==> src/rtl/cpr_pkg.sv <==
// ----------------------------------------------------------------------------
// cpr_pkg: shared types and constants for the clock page replacement core
// Field widths, reset values and the controller/datapath command and
// status bundles.
// ----------------------------------------------------------------------------
`default_nettype none

package cpr_pkg;

  localparam int FRAMES_DEF = 128;   // default frame table depth
  localparam int PAGE_BITS  = 16;    // page number width
  localparam int IDX_W      = 7;     // reported frame index width
  localparam int AF_W       = 8;     // active_frames register width
  localparam int CNT_W      = 32;    // hit counter width

  localparam logic [AF_W-1:0]  ACTIVE_RESET = AF_W'(128);
  localparam logic [CNT_W-1:0] CNT_MAX      = '1;

  // controller -> datapath
  typedef struct packed {
    logic load;          // take a new item
    logic search;        // step the match scan
    logic hit_commit;    // record a hit into the result register
    logic sweep_init;    // start the hand sweep
    logic sweep_step;    // clear the bit under the hand and advance
    logic evict_commit;  // fill the victim frame, record the miss result
    logic emit;          // move the result into the output register
  } cpr_cmd_t;

  // datapath -> controller
  typedef struct packed {
    logic match;         // scan found the page
    logic miss;          // scan finished without a match
    logic clear_bit;     // frame under the hand has its bit clear
    logic out_free;      // output register can take a result
  } cpr_stat_t;

endpackage

`default_nettype wire

==> src/rtl/cpr_ifs.sv <==
// ----------------------------------------------------------------------------
// cpr channel interfaces
// Valid/ready channels for page references, results and configuration.
// ----------------------------------------------------------------------------
`default_nettype none

interface cpr_access_if import cpr_pkg::*; ();
  logic                 valid;
  logic                 ready;
  logic [PAGE_BITS-1:0] page_number;

  modport source (output valid, output page_number, input ready);
  modport sink   (input valid, input page_number, output ready);
endinterface

interface cpr_result_if import cpr_pkg::*; ();
  logic                 valid;
  logic                 ready;
  logic                 hit;
  logic [IDX_W-1:0]     frame_index;
  logic                 evicted_valid;
  logic [PAGE_BITS-1:0] evicted_page;
  logic [CNT_W-1:0]     hit_total;

  modport source (output valid, output hit, output frame_index, output evicted_valid,
                  output evicted_page, output hit_total, input ready);
  modport sink   (input valid, input hit, input frame_index, input evicted_valid,
                  input evicted_page, input hit_total, output ready);
endinterface

interface cpr_cfg_if import cpr_pkg::*; ();
  logic            valid;
  logic            ready;
  logic [AF_W-1:0] active_frames;

  modport source (output valid, output active_frames, input ready);
  modport sink   (input valid, input active_frames, output ready);
endinterface

`default_nettype wire

==> src/rtl/cpr_ctrl.sv <==
// ----------------------------------------------------------------------------
// cpr_ctrl: sequencer for one page reference
// Walks idle -> match scan -> (hand sweep -> fill) -> result hand-off.
// ----------------------------------------------------------------------------
`default_nettype none

module cpr_ctrl import cpr_pkg::*; (
  input  logic      clk,
  input  logic      rst,
  input  logic      in_valid,
  output logic      in_ready,
  input  cpr_stat_t stat,
  output cpr_cmd_t  cmd
);

  typedef enum logic [4:0] {
    ST_IDLE   = 5'b00001,
    ST_SEARCH = 5'b00010,
    ST_SWEEP  = 5'b00100,
    ST_EVICT  = 5'b01000,
    ST_DONE   = 5'b10000
  } state_t;

  state_t state, state_next;

  always_ff @(posedge clk) begin
    if (rst) begin
      state <= ST_IDLE;
    end else begin
      state <= state_next;
    end
  end

  assign in_ready = (state == ST_IDLE);

  always_comb begin
    state_next = state;
    cmd        = '0;
    unique case (state)
      ST_IDLE: begin
        if (in_valid) begin
          cmd.load   = 1'b1;
          state_next = ST_SEARCH;
        end
      end
      ST_SEARCH: begin
        cmd.search = 1'b1;
        if (stat.match) begin
          cmd.hit_commit = 1'b1;
          state_next     = ST_DONE;
        end else if (stat.miss) begin
          cmd.sweep_init = 1'b1;
          state_next     = ST_SWEEP;
        end
      end
      ST_SWEEP: begin
        // memory read at the hand is issued this cycle when the bit is clear
        if (stat.clear_bit) begin
          state_next = ST_EVICT;
        end else begin
          cmd.sweep_step = 1'b1;
        end
      end
      ST_EVICT: begin
        cmd.evict_commit = 1'b1;
        state_next       = ST_DONE;
      end
      ST_DONE: begin
        if (stat.out_free) begin
          cmd.emit   = 1'b1;
          state_next = ST_IDLE;
        end
      end
      default: begin
        state_next = ST_IDLE;
      end
    endcase
  end

endmodule

`default_nettype wire

==> src/rtl/cpr_datapath.sv <==
// ----------------------------------------------------------------------------
// cpr_datapath: frame table, clock hand, hit counter and output register
// Page numbers sit in a one-read/one-write memory; valid and reference
// bits are flops so reset clears them at once.
// ----------------------------------------------------------------------------
`default_nettype none

module cpr_datapath import cpr_pkg::*; #(
  parameter int FRAMES = FRAMES_DEF
) (
  input  logic                 clk,
  input  logic                 rst,
  input  cpr_cmd_t             cmd,
  output cpr_stat_t            stat,
  input  logic [PAGE_BITS-1:0] page_number,
  input  logic                 cfg_we,
  input  logic [AF_W-1:0]      cfg_data,
  input  logic                 out_ready,
  output logic                 out_valid,
  output logic                 out_hit,
  output logic [IDX_W-1:0]     out_frame_index,
  output logic                 out_evicted_valid,
  output logic [PAGE_BITS-1:0] out_evicted_page,
  output logic [CNT_W-1:0]     out_hit_total
);

  localparam int AW = $clog2(FRAMES);
  localparam int NW = $clog2(FRAMES + 1);

  logic [PAGE_BITS-1:0] page_mem [FRAMES];
  logic [PAGE_BITS-1:0] rd_data;
  logic [AW-1:0]        rd_addr;

  logic [AF_W-1:0]      active_frames;
  logic [FRAMES-1:0]    valid_bits;
  logic [FRAMES-1:0]    ref_bits;
  logic [AW-1:0]        hand;
  logic [CNT_W-1:0]     hit_count;
  logic [CNT_W-1:0]     hit_inc;

  logic [PAGE_BITS-1:0] page;
  logic [NW-1:0]        scan_idx;
  logic [AW-1:0]        rd_idx;
  logic                 rd_live;
  logic [AW-1:0]        pos;
  logic [AW-1:0]        pos_wrap;
  logic [AW-1:0]        hand_start;
  logic [NW-1:0]        pos_inc;
  logic [NW-1:0]        n_eff;

  // result waiting for the output register
  logic                 res_hit;
  logic [IDX_W-1:0]     res_frame_index;
  logic                 res_evicted_valid;
  logic [PAGE_BITS-1:0] res_evicted_page;
  logic [CNT_W-1:0]     res_hit_total;

  // zero acts as one frame, anything above the table as the whole table
  always_comb begin
    if (active_frames == '0) begin
      n_eff = NW'(1);
    end else if (32'(active_frames) > 32'(FRAMES)) begin
      n_eff = NW'(FRAMES);
    end else begin
      n_eff = NW'(active_frames);
    end
  end

  assign hit_inc    = (hit_count == CNT_MAX) ? hit_count : hit_count + 1'b1;
  assign pos_inc    = NW'(pos) + 1'b1;
  assign pos_wrap   = (pos_inc >= n_eff) ? '0 : pos_inc[AW-1:0];
  assign hand_start = (NW'(hand) >= n_eff) ? '0 : hand;
  assign rd_addr    = cmd.search ? scan_idx[AW-1:0] : pos;

  assign stat.match     = rd_live && valid_bits[rd_idx] && (rd_data == page);
  assign stat.miss      = !rd_live && (scan_idx >= n_eff);
  assign stat.clear_bit = !ref_bits[pos];
  assign stat.out_free  = !out_valid || out_ready;

  // page memory
  always_ff @(posedge clk) begin
    rd_data <= page_mem[rd_addr];
    if (cmd.evict_commit) begin
      page_mem[pos] <= page;
    end
  end

  // control state
  always_ff @(posedge clk) begin
    if (rst) begin
      active_frames <= ACTIVE_RESET;
      valid_bits    <= '0;
      ref_bits      <= '0;
      hand          <= '0;
      hit_count     <= '0;
      scan_idx      <= '0;
      rd_live       <= 1'b0;
      out_valid     <= 1'b0;
    end else begin
      if (cfg_we) begin
        active_frames <= cfg_data;
      end
      if (cmd.load) begin
        scan_idx <= '0;
        rd_live  <= 1'b0;
      end else if (cmd.search) begin
        if (scan_idx < n_eff) begin
          scan_idx <= scan_idx + 1'b1;
          rd_live  <= 1'b1;
        end else begin
          rd_live  <= 1'b0;
        end
      end
      if (cmd.hit_commit) begin
        ref_bits[rd_idx] <= 1'b1;
        hit_count        <= hit_inc;
      end
      if (cmd.sweep_step) begin
        ref_bits[pos] <= 1'b0;
      end
      if (cmd.evict_commit) begin
        valid_bits[pos] <= 1'b1;
        ref_bits[pos]   <= 1'b1;
        hand            <= pos_wrap;
      end
      if (cmd.emit) begin
        out_valid <= 1'b1;
      end else if (out_ready) begin
        out_valid <= 1'b0;
      end
    end
  end

  // payload
  always_ff @(posedge clk) begin
    if (cmd.load) begin
      page <= page_number;
    end
    if (cmd.search) begin
      rd_idx <= scan_idx[AW-1:0];
    end
    if (cmd.sweep_init) begin
      pos <= hand_start;
    end else if (cmd.sweep_step) begin
      pos <= pos_wrap;
    end
    if (cmd.hit_commit) begin
      res_hit           <= 1'b1;
      res_frame_index   <= IDX_W'(rd_idx);
      res_evicted_valid <= 1'b0;
      res_evicted_page  <= '0;
      res_hit_total     <= hit_inc;
    end else if (cmd.evict_commit) begin
      res_hit           <= 1'b0;
      res_frame_index   <= IDX_W'(pos);
      res_evicted_valid <= valid_bits[pos];
      res_evicted_page  <= valid_bits[pos] ? rd_data : '0;
      res_hit_total     <= hit_count;
    end
    if (cmd.emit) begin
      out_hit           <= res_hit;
      out_frame_index   <= res_frame_index;
      out_evicted_valid <= res_evicted_valid;
      out_evicted_page  <= res_evicted_page;
      out_hit_total     <= res_hit_total;
    end
  end

endmodule

`default_nettype wire

==> src/rtl/clock_page_replacement_core.sv <==
// ----------------------------------------------------------------------------
// clock_page_replacement_core: clock (second-chance) page replacement
// Top level joining the sequencer and the frame table datapath.
// ----------------------------------------------------------------------------
// One page reference is taken at a time. The frame table is scanned one
// frame per cycle through the single read port of the page memory, and a
// hit stops the scan at the matching frame. A miss scans all n active
// frames, then the hand sweeps one frame per cycle until it meets a clear
// reference bit, visiting at most n + 1 frames; then the frame is filled
// and the result is handed to the output register once that register is
// free. A result waiting in the output register does not stop the next
// reference from being taken and processed. active_frames is taken on the
// cfg port whenever it is offered and should only be written while no
// reference is in flight; zero acts as one frame and values above FRAMES
// as FRAMES.
// ----------------------------------------------------------------------------
`default_nettype none

module clock_page_replacement_core import cpr_pkg::*; #(
  parameter int FRAMES = FRAMES_DEF
) (
  input  logic          clk,
  input  logic          rst,
  cpr_cfg_if.sink       cfg,
  cpr_access_if.sink    access,
  cpr_result_if.source  result
);

  cpr_cmd_t  cmd;
  cpr_stat_t stat;
  logic      in_ready;

  assign cfg.ready    = 1'b1;
  assign access.ready = in_ready;

  cpr_ctrl u_ctrl (
    .clk      (clk),
    .rst      (rst),
    .in_valid (access.valid),
    .in_ready (in_ready),
    .stat     (stat),
    .cmd      (cmd)
  );

  cpr_datapath #(
    .FRAMES (FRAMES)
  ) u_dp (
    .clk               (clk),
    .rst               (rst),
    .cmd               (cmd),
    .stat              (stat),
    .page_number       (access.page_number),
    .cfg_we            (cfg.valid),
    .cfg_data          (cfg.active_frames),
    .out_ready         (result.ready),
    .out_valid         (result.valid),
    .out_hit           (result.hit),
    .out_frame_index   (result.frame_index),
    .out_evicted_valid (result.evicted_valid),
    .out_evicted_page  (result.evicted_page),
    .out_hit_total     (result.hit_total)
  );

endmodule

`default_nettype wire

==> src/flat_wrapper.sv <==
// flat-port wrapper written by rule: the top's interface ports become plain ports
module clock_page_replacement_core_flat import cpr_pkg::*;
#(
  parameter int FRAMES = FRAMES_DEF
)
  (clk, rst, cfg_valid, cfg_active_frames, cfg_ready, access_valid, access_page_number, access_ready, result_valid, result_hit, result_frame_index, result_evicted_valid, result_evicted_page, result_hit_total, result_ready);
  cpr_cfg_if cfg_i ();
  cpr_access_if access_i ();
  cpr_result_if result_i ();
  input  logic clk;
  input  logic rst;
  input wire logic [$bits(cfg_i.valid)-1:0] cfg_valid;
  input wire logic [$bits(cfg_i.active_frames)-1:0] cfg_active_frames;
  output wire logic [$bits(cfg_i.ready)-1:0] cfg_ready;
  input wire logic [$bits(access_i.valid)-1:0] access_valid;
  input wire logic [$bits(access_i.page_number)-1:0] access_page_number;
  output wire logic [$bits(access_i.ready)-1:0] access_ready;
  output wire logic [$bits(result_i.valid)-1:0] result_valid;
  output wire logic [$bits(result_i.hit)-1:0] result_hit;
  output wire logic [$bits(result_i.frame_index)-1:0] result_frame_index;
  output wire logic [$bits(result_i.evicted_valid)-1:0] result_evicted_valid;
  output wire logic [$bits(result_i.evicted_page)-1:0] result_evicted_page;
  output wire logic [$bits(result_i.hit_total)-1:0] result_hit_total;
  input wire logic [$bits(result_i.ready)-1:0] result_ready;
  assign cfg_i.valid = cfg_valid;
  assign cfg_i.active_frames = cfg_active_frames;
  assign cfg_ready = cfg_i.ready;
  assign access_i.valid = access_valid;
  assign access_i.page_number = access_page_number;
  assign access_ready = access_i.ready;
  assign result_valid = result_i.valid;
  assign result_hit = result_i.hit;
  assign result_frame_index = result_i.frame_index;
  assign result_evicted_valid = result_i.evicted_valid;
  assign result_evicted_page = result_i.evicted_page;
  assign result_hit_total = result_i.hit_total;
  assign result_i.ready = result_ready;
  clock_page_replacement_core #(.FRAMES(FRAMES)) u_core (.clk(clk), .rst(rst), .cfg(cfg_i), .access(access_i), .result(result_i));
endmodule
==> config.mk <==
export PLATFORM = sky130hd
export DESIGN_NAME = clock_page_replacement_core_flat
export DESIGN_NICKNAME = d
export VERILOG_FILES = /design/src/rtl/cpr_pkg.sv /design/src/rtl/cpr_ifs.sv /design/src/rtl/cpr_ctrl.sv /design/src/rtl/cpr_datapath.sv /design/src/rtl/clock_page_replacement_core.sv /design/src/flat_wrapper.sv
export SDC_FILE = /design/constraint.sdc
export NUM_CORES = 2
export LEC_CHECK = 0
export ABC_AREA = 1
export BUFFER_PORTS_ARGS = -buffer_cell sky130_fd_sc_hd__buf_2
export CORE_AREA = 2 2 601 603
export CTS_BUF_LIST = sky130_fd_sc_hd__clkbuf_8 sky130_fd_sc_hd__clkbuf_16
export DETAILED_ROUTE_END_ITERATION = 16
export DIE_AREA = 0 0 603 605
export GPL_TIMING_DRIVEN = 0
export PLACE_DENSITY = 0.54
export SETUP_SLACK_MARGIN = 0.2
export SLEW_MARGIN = 20
export SYNTH_ARGS = -nofsm -noshare
export SYNTH_HDL_FRONTEND = slang
export SYNTH_SLANG_ARGS = --single-unit
==> constraint.sdc <==
create_clock -name clk -period 5.6 [get_ports clk]
set_clock_uncertainty 0.2 [all_clocks]
set_input_delay 1.12 -clock clk [delete_from_list [all_inputs] [get_ports clk]]
set_output_delay 1.12 -clock clk [all_outputs]
set_load 0.02 [all_outputs]
==> flow_metrics.tcl <==
set metrics [dict create \
    status "completed" \
    ant_nets 0 \
    ios 89 \
    synthTopCellsByCount "nand2_1 (3,194), nand3_1 (2,212), edfxtp_1 (2,174), inv_1 (507), nor2_1 (493)" \
    synthCells 10440 \
    rsz0062_at_grt "no" \
    async_flop_share 0 \
    first_global_vias 77370 \
    crit_fanout 10 \
    cp_data_arrival_time_ns 6.11 \
    clockRootBuffer "clkbuf_16" \
    die_w_um 603 \
    synth_edf_count 2174 \
    syn_nets 10500 \
    dp_hpwl_mm 340.7 \
    grt_max_degree 48 \
    syn2layout_area_growth_pct 17.54 \
    drv_cap 0 \
    coreArea_mm2 0.3581 \
    synth_top_area_cell "edfxtp_1" \
    numCtsBuffers 276 \
    ys.flop_type "edfxtp_1" \
    avgSynthCellArea_um2 10.27 \
    yosys_warnings 0 \
    die_y_um 605 \
    totalWireLength_mm 471.9 \
    dr.pass1.iters 7 \
    maxSlewViolCount 0 \
    worstSetupStartpoint "u_core.u_dp.pos[2]" \
    grt_usage 0.2503 \
    avgViaCountPerCell 5.336 \
    power_density_mw_per_mm2 325.5 \
    timing_worst_setup_path_type "reg -> reg" \
    ys_seq_area_frac 0.6744 \
    clock_path_buffers 4 \
    rows 220 \
    timing.fmax_ghz 0.1826 \
    setup_violations 0 \
    min_period_ns 5.476 \
    worstPathRequired_ns 6.23 \
    tightest_slew_ns 1.280 \
    synth_top_area_frac 0.6087 \
    antenna_found_initial 30 \
    synth.area.top_cells "edfxtp_1 (61%), nand2_1 (11%), nand3_1 (10%)" \
    fin_tns_setup_ns 0 \
    dpl_worst_slack_ns 0.2820 \
    p_leak_nw 46.22 \
    worst_slack_ns 0.1237 \
    wl_per_cell_um 29.51 \
    grt_first_pass_wirelength_mm 634.7 \
    drc 0 \
    globalplace.congestion 1.113 \
    vias 85320 \
    min_from "access_page_number[6]" \
    worstSetupStartpointType "flip-flop" \
    final_nets 11050 \
    synthDistinctLibCells 45 \
    synth_area_mm2 0.1073 \
    tritoncts "built" \
    initial_utilization 0.2995 \
    cp-end-kind "flip-flop" \
    vdd_ir_drop_max_mv 0.2198 \
    cts_hold_buffers 0 \
    clkSinkCount 2526 \
    grt_overflow 0 \
    slew_headroom 0.1469 \
    clkTransAtPathRegs_ns 0.06 \
    drive_gt1_frac 0.1088 \
    ys_ff_latch 2526 \
    htreeDepth 5 \
    drt_iter0_drc 13400 \
    utilization 0.3520 \
    hold_path_class "in -> reg" \
    fp.dieArea_mm2 0.3648 \
    clk_latency_ns 0.98 \
    reg2reg_from "u_core.u_dp.pos[2]" \
    hold_violations 0 \
    synth.most_common_cell "nand2_1" \
    port_buffers 85 \
    finalCritPeriodShare 0.9779 \
]
[state kept, by name, indices dropped and copies added (netlist names), 8 cells and up]
name / flops
u_core.u_dp.res_evicted_page: 16
u_core.u_dp.valid_bits: 128
u_core.u_dp.res_hit_total: 32
u_core.u_dp.page_mem: 2048
u_core.u_dp.page: 16
u_core.u_dp.active_frames: 8
u_core.u_dp.scan_idx: 8
u_core.u_dp.rd_data: 16
u_core.u_dp.out_evicted_page: 16
u_core.u_dp.hit_count: 32
u_core.u_dp.ref_bits: 128
u_core.u_dp.out_hit_total: 32
[stage by stage]
step	hold WS, ns	area, um2	std cells	total power, mW
floorplan	0.2003	107300	10440	21.98
global route	0.1431	126000	15980	41.85
detailed placement	0.2045	117300	15490	23.25
global placement	0.2047	113700	15300	23.09
finish	0.1438	126100	15990	41.04
CTS	0.1120	126000	15980	40.99
[power breakdown]
| part | leakage [nW] | internal [mW] | switching [mW] | total [mW] |
|---|---|---|---|---|
| logic | 19.2 | 0.570 | 1.74 | 2.31 |
| registers | 22.4 | 20.5 | 0.0676 | 20.6 |
| clock network | 4.56 | 10.2 | 7.91 | 18.1 |
[critical path, cell delays in order (launching register included)]
cell and delay [ns]:
edfxtp_1 0.56, inv_2 0.12, buf_2 0.30, buf_2 0.49
o21ai_4 0.30, inv_1 0.37, clkbuf_2 0.63, clkbuf_1 0.85
nand3_1 0.20, nand3_1 0.14, nand3_1 0.14, nand3_1 0.70
nand3_1 0.18, nand2_1 0.14
[what timing repair did]
item / CTS / global route
resized for setup: 0 / 1
buffers inserted: 0 / 0
endpoints found under the setup margin: 0 / 7
[cells in the final DEF, fill, tap and decap left out, types with 13 or more instances in the layout]
cell type  count
nand2_1     3194
nand3_1     2212
edfxtp_1    2174
nor2_1       485
inv_1        476
buf_2        443
dfxtp_1      352
a21oi_1      307
clkbuf_16    289
clkbuf_1     205
nand4_1      171
o21ai_0      108
inv_2        104
buf_8        103
buf_1         49
clkinv_1      48
clkinv_2      45
buf_16        45
o22ai_1       40
buf_12        36
buf_4         33
o21ai_1       30
ha_1          26
nor3_1        21
or2_2         20
xor2_1        19
nor4_1        17
a22oi_1       16
bufinv_16     16
clkbuf_2      13
and2_1        13
[metal layers]
| layer | part of all wire | vias to the layer above | wire length (um) | global-route usage |
|---|---|---|---|---|
| met5 | 0.00039 | - | 186 | 0 |
| met4 | 0.065 | 24 | 30790 | 0.1397 |
| met2 | 0.43 | 5170 | 203300 | 0.3786 |
| li1 | - | 37160 | - | - |
| met3 | 0.11 | 1051 | 54000 | 0.06335 |
| met1 | 0.39 | 41920 | 183600 | 0.3270 |
[cell families (layout without fill, tap and decap cells)]
family | count (synthesis) | in the layout | synth area share
AND/OR/NAND/NOR | 6166 | 6166 | 0.2481
flip-flops | 2526 | 2526 | 0.6744
buffers and inverters | 1182 | 1947 | 0.04704
AO/OA/AOI/OAI | 516 | 516 | 0.02536
adder cells (fa/ha/maj) | 26 | 26 | 0.003033
XOR/XNOR | 25 | 25 | 0.002041
other | 1 | 12 | 0.00003496
[cell type report]
cell class,instances,area (um2)
Fill cell,35710,232000
Antenna cell,11,27.53
Sequential cell,2526,72330
Clock inverter,196,1433
Buffer,663,3114
Inverter,519,1948
Timing Repair Buffer,272,3965
Clock buffer,297,7342
Tap cell,4773,5972
Multi-Input combinational cell,6734,29940
[final timing paths]
| path | end | slack [ns] | cells past startpoint |
|---|---|---|---|
| worst min-delay path | u_core.u_dp.page[6] | 0.14 | 1 |
| worst max-delay path | u_core.u_dp.rd_data[7] | 0.12 | 13 |
| worst min register to register | u_core.u_dp.out_frame_index[1] | 0.22 | 0 |
| worst max register to register | u_core.u_dp.rd_data[7] | 0.12 | 13 |
Power figures use the tool's default switching activity.
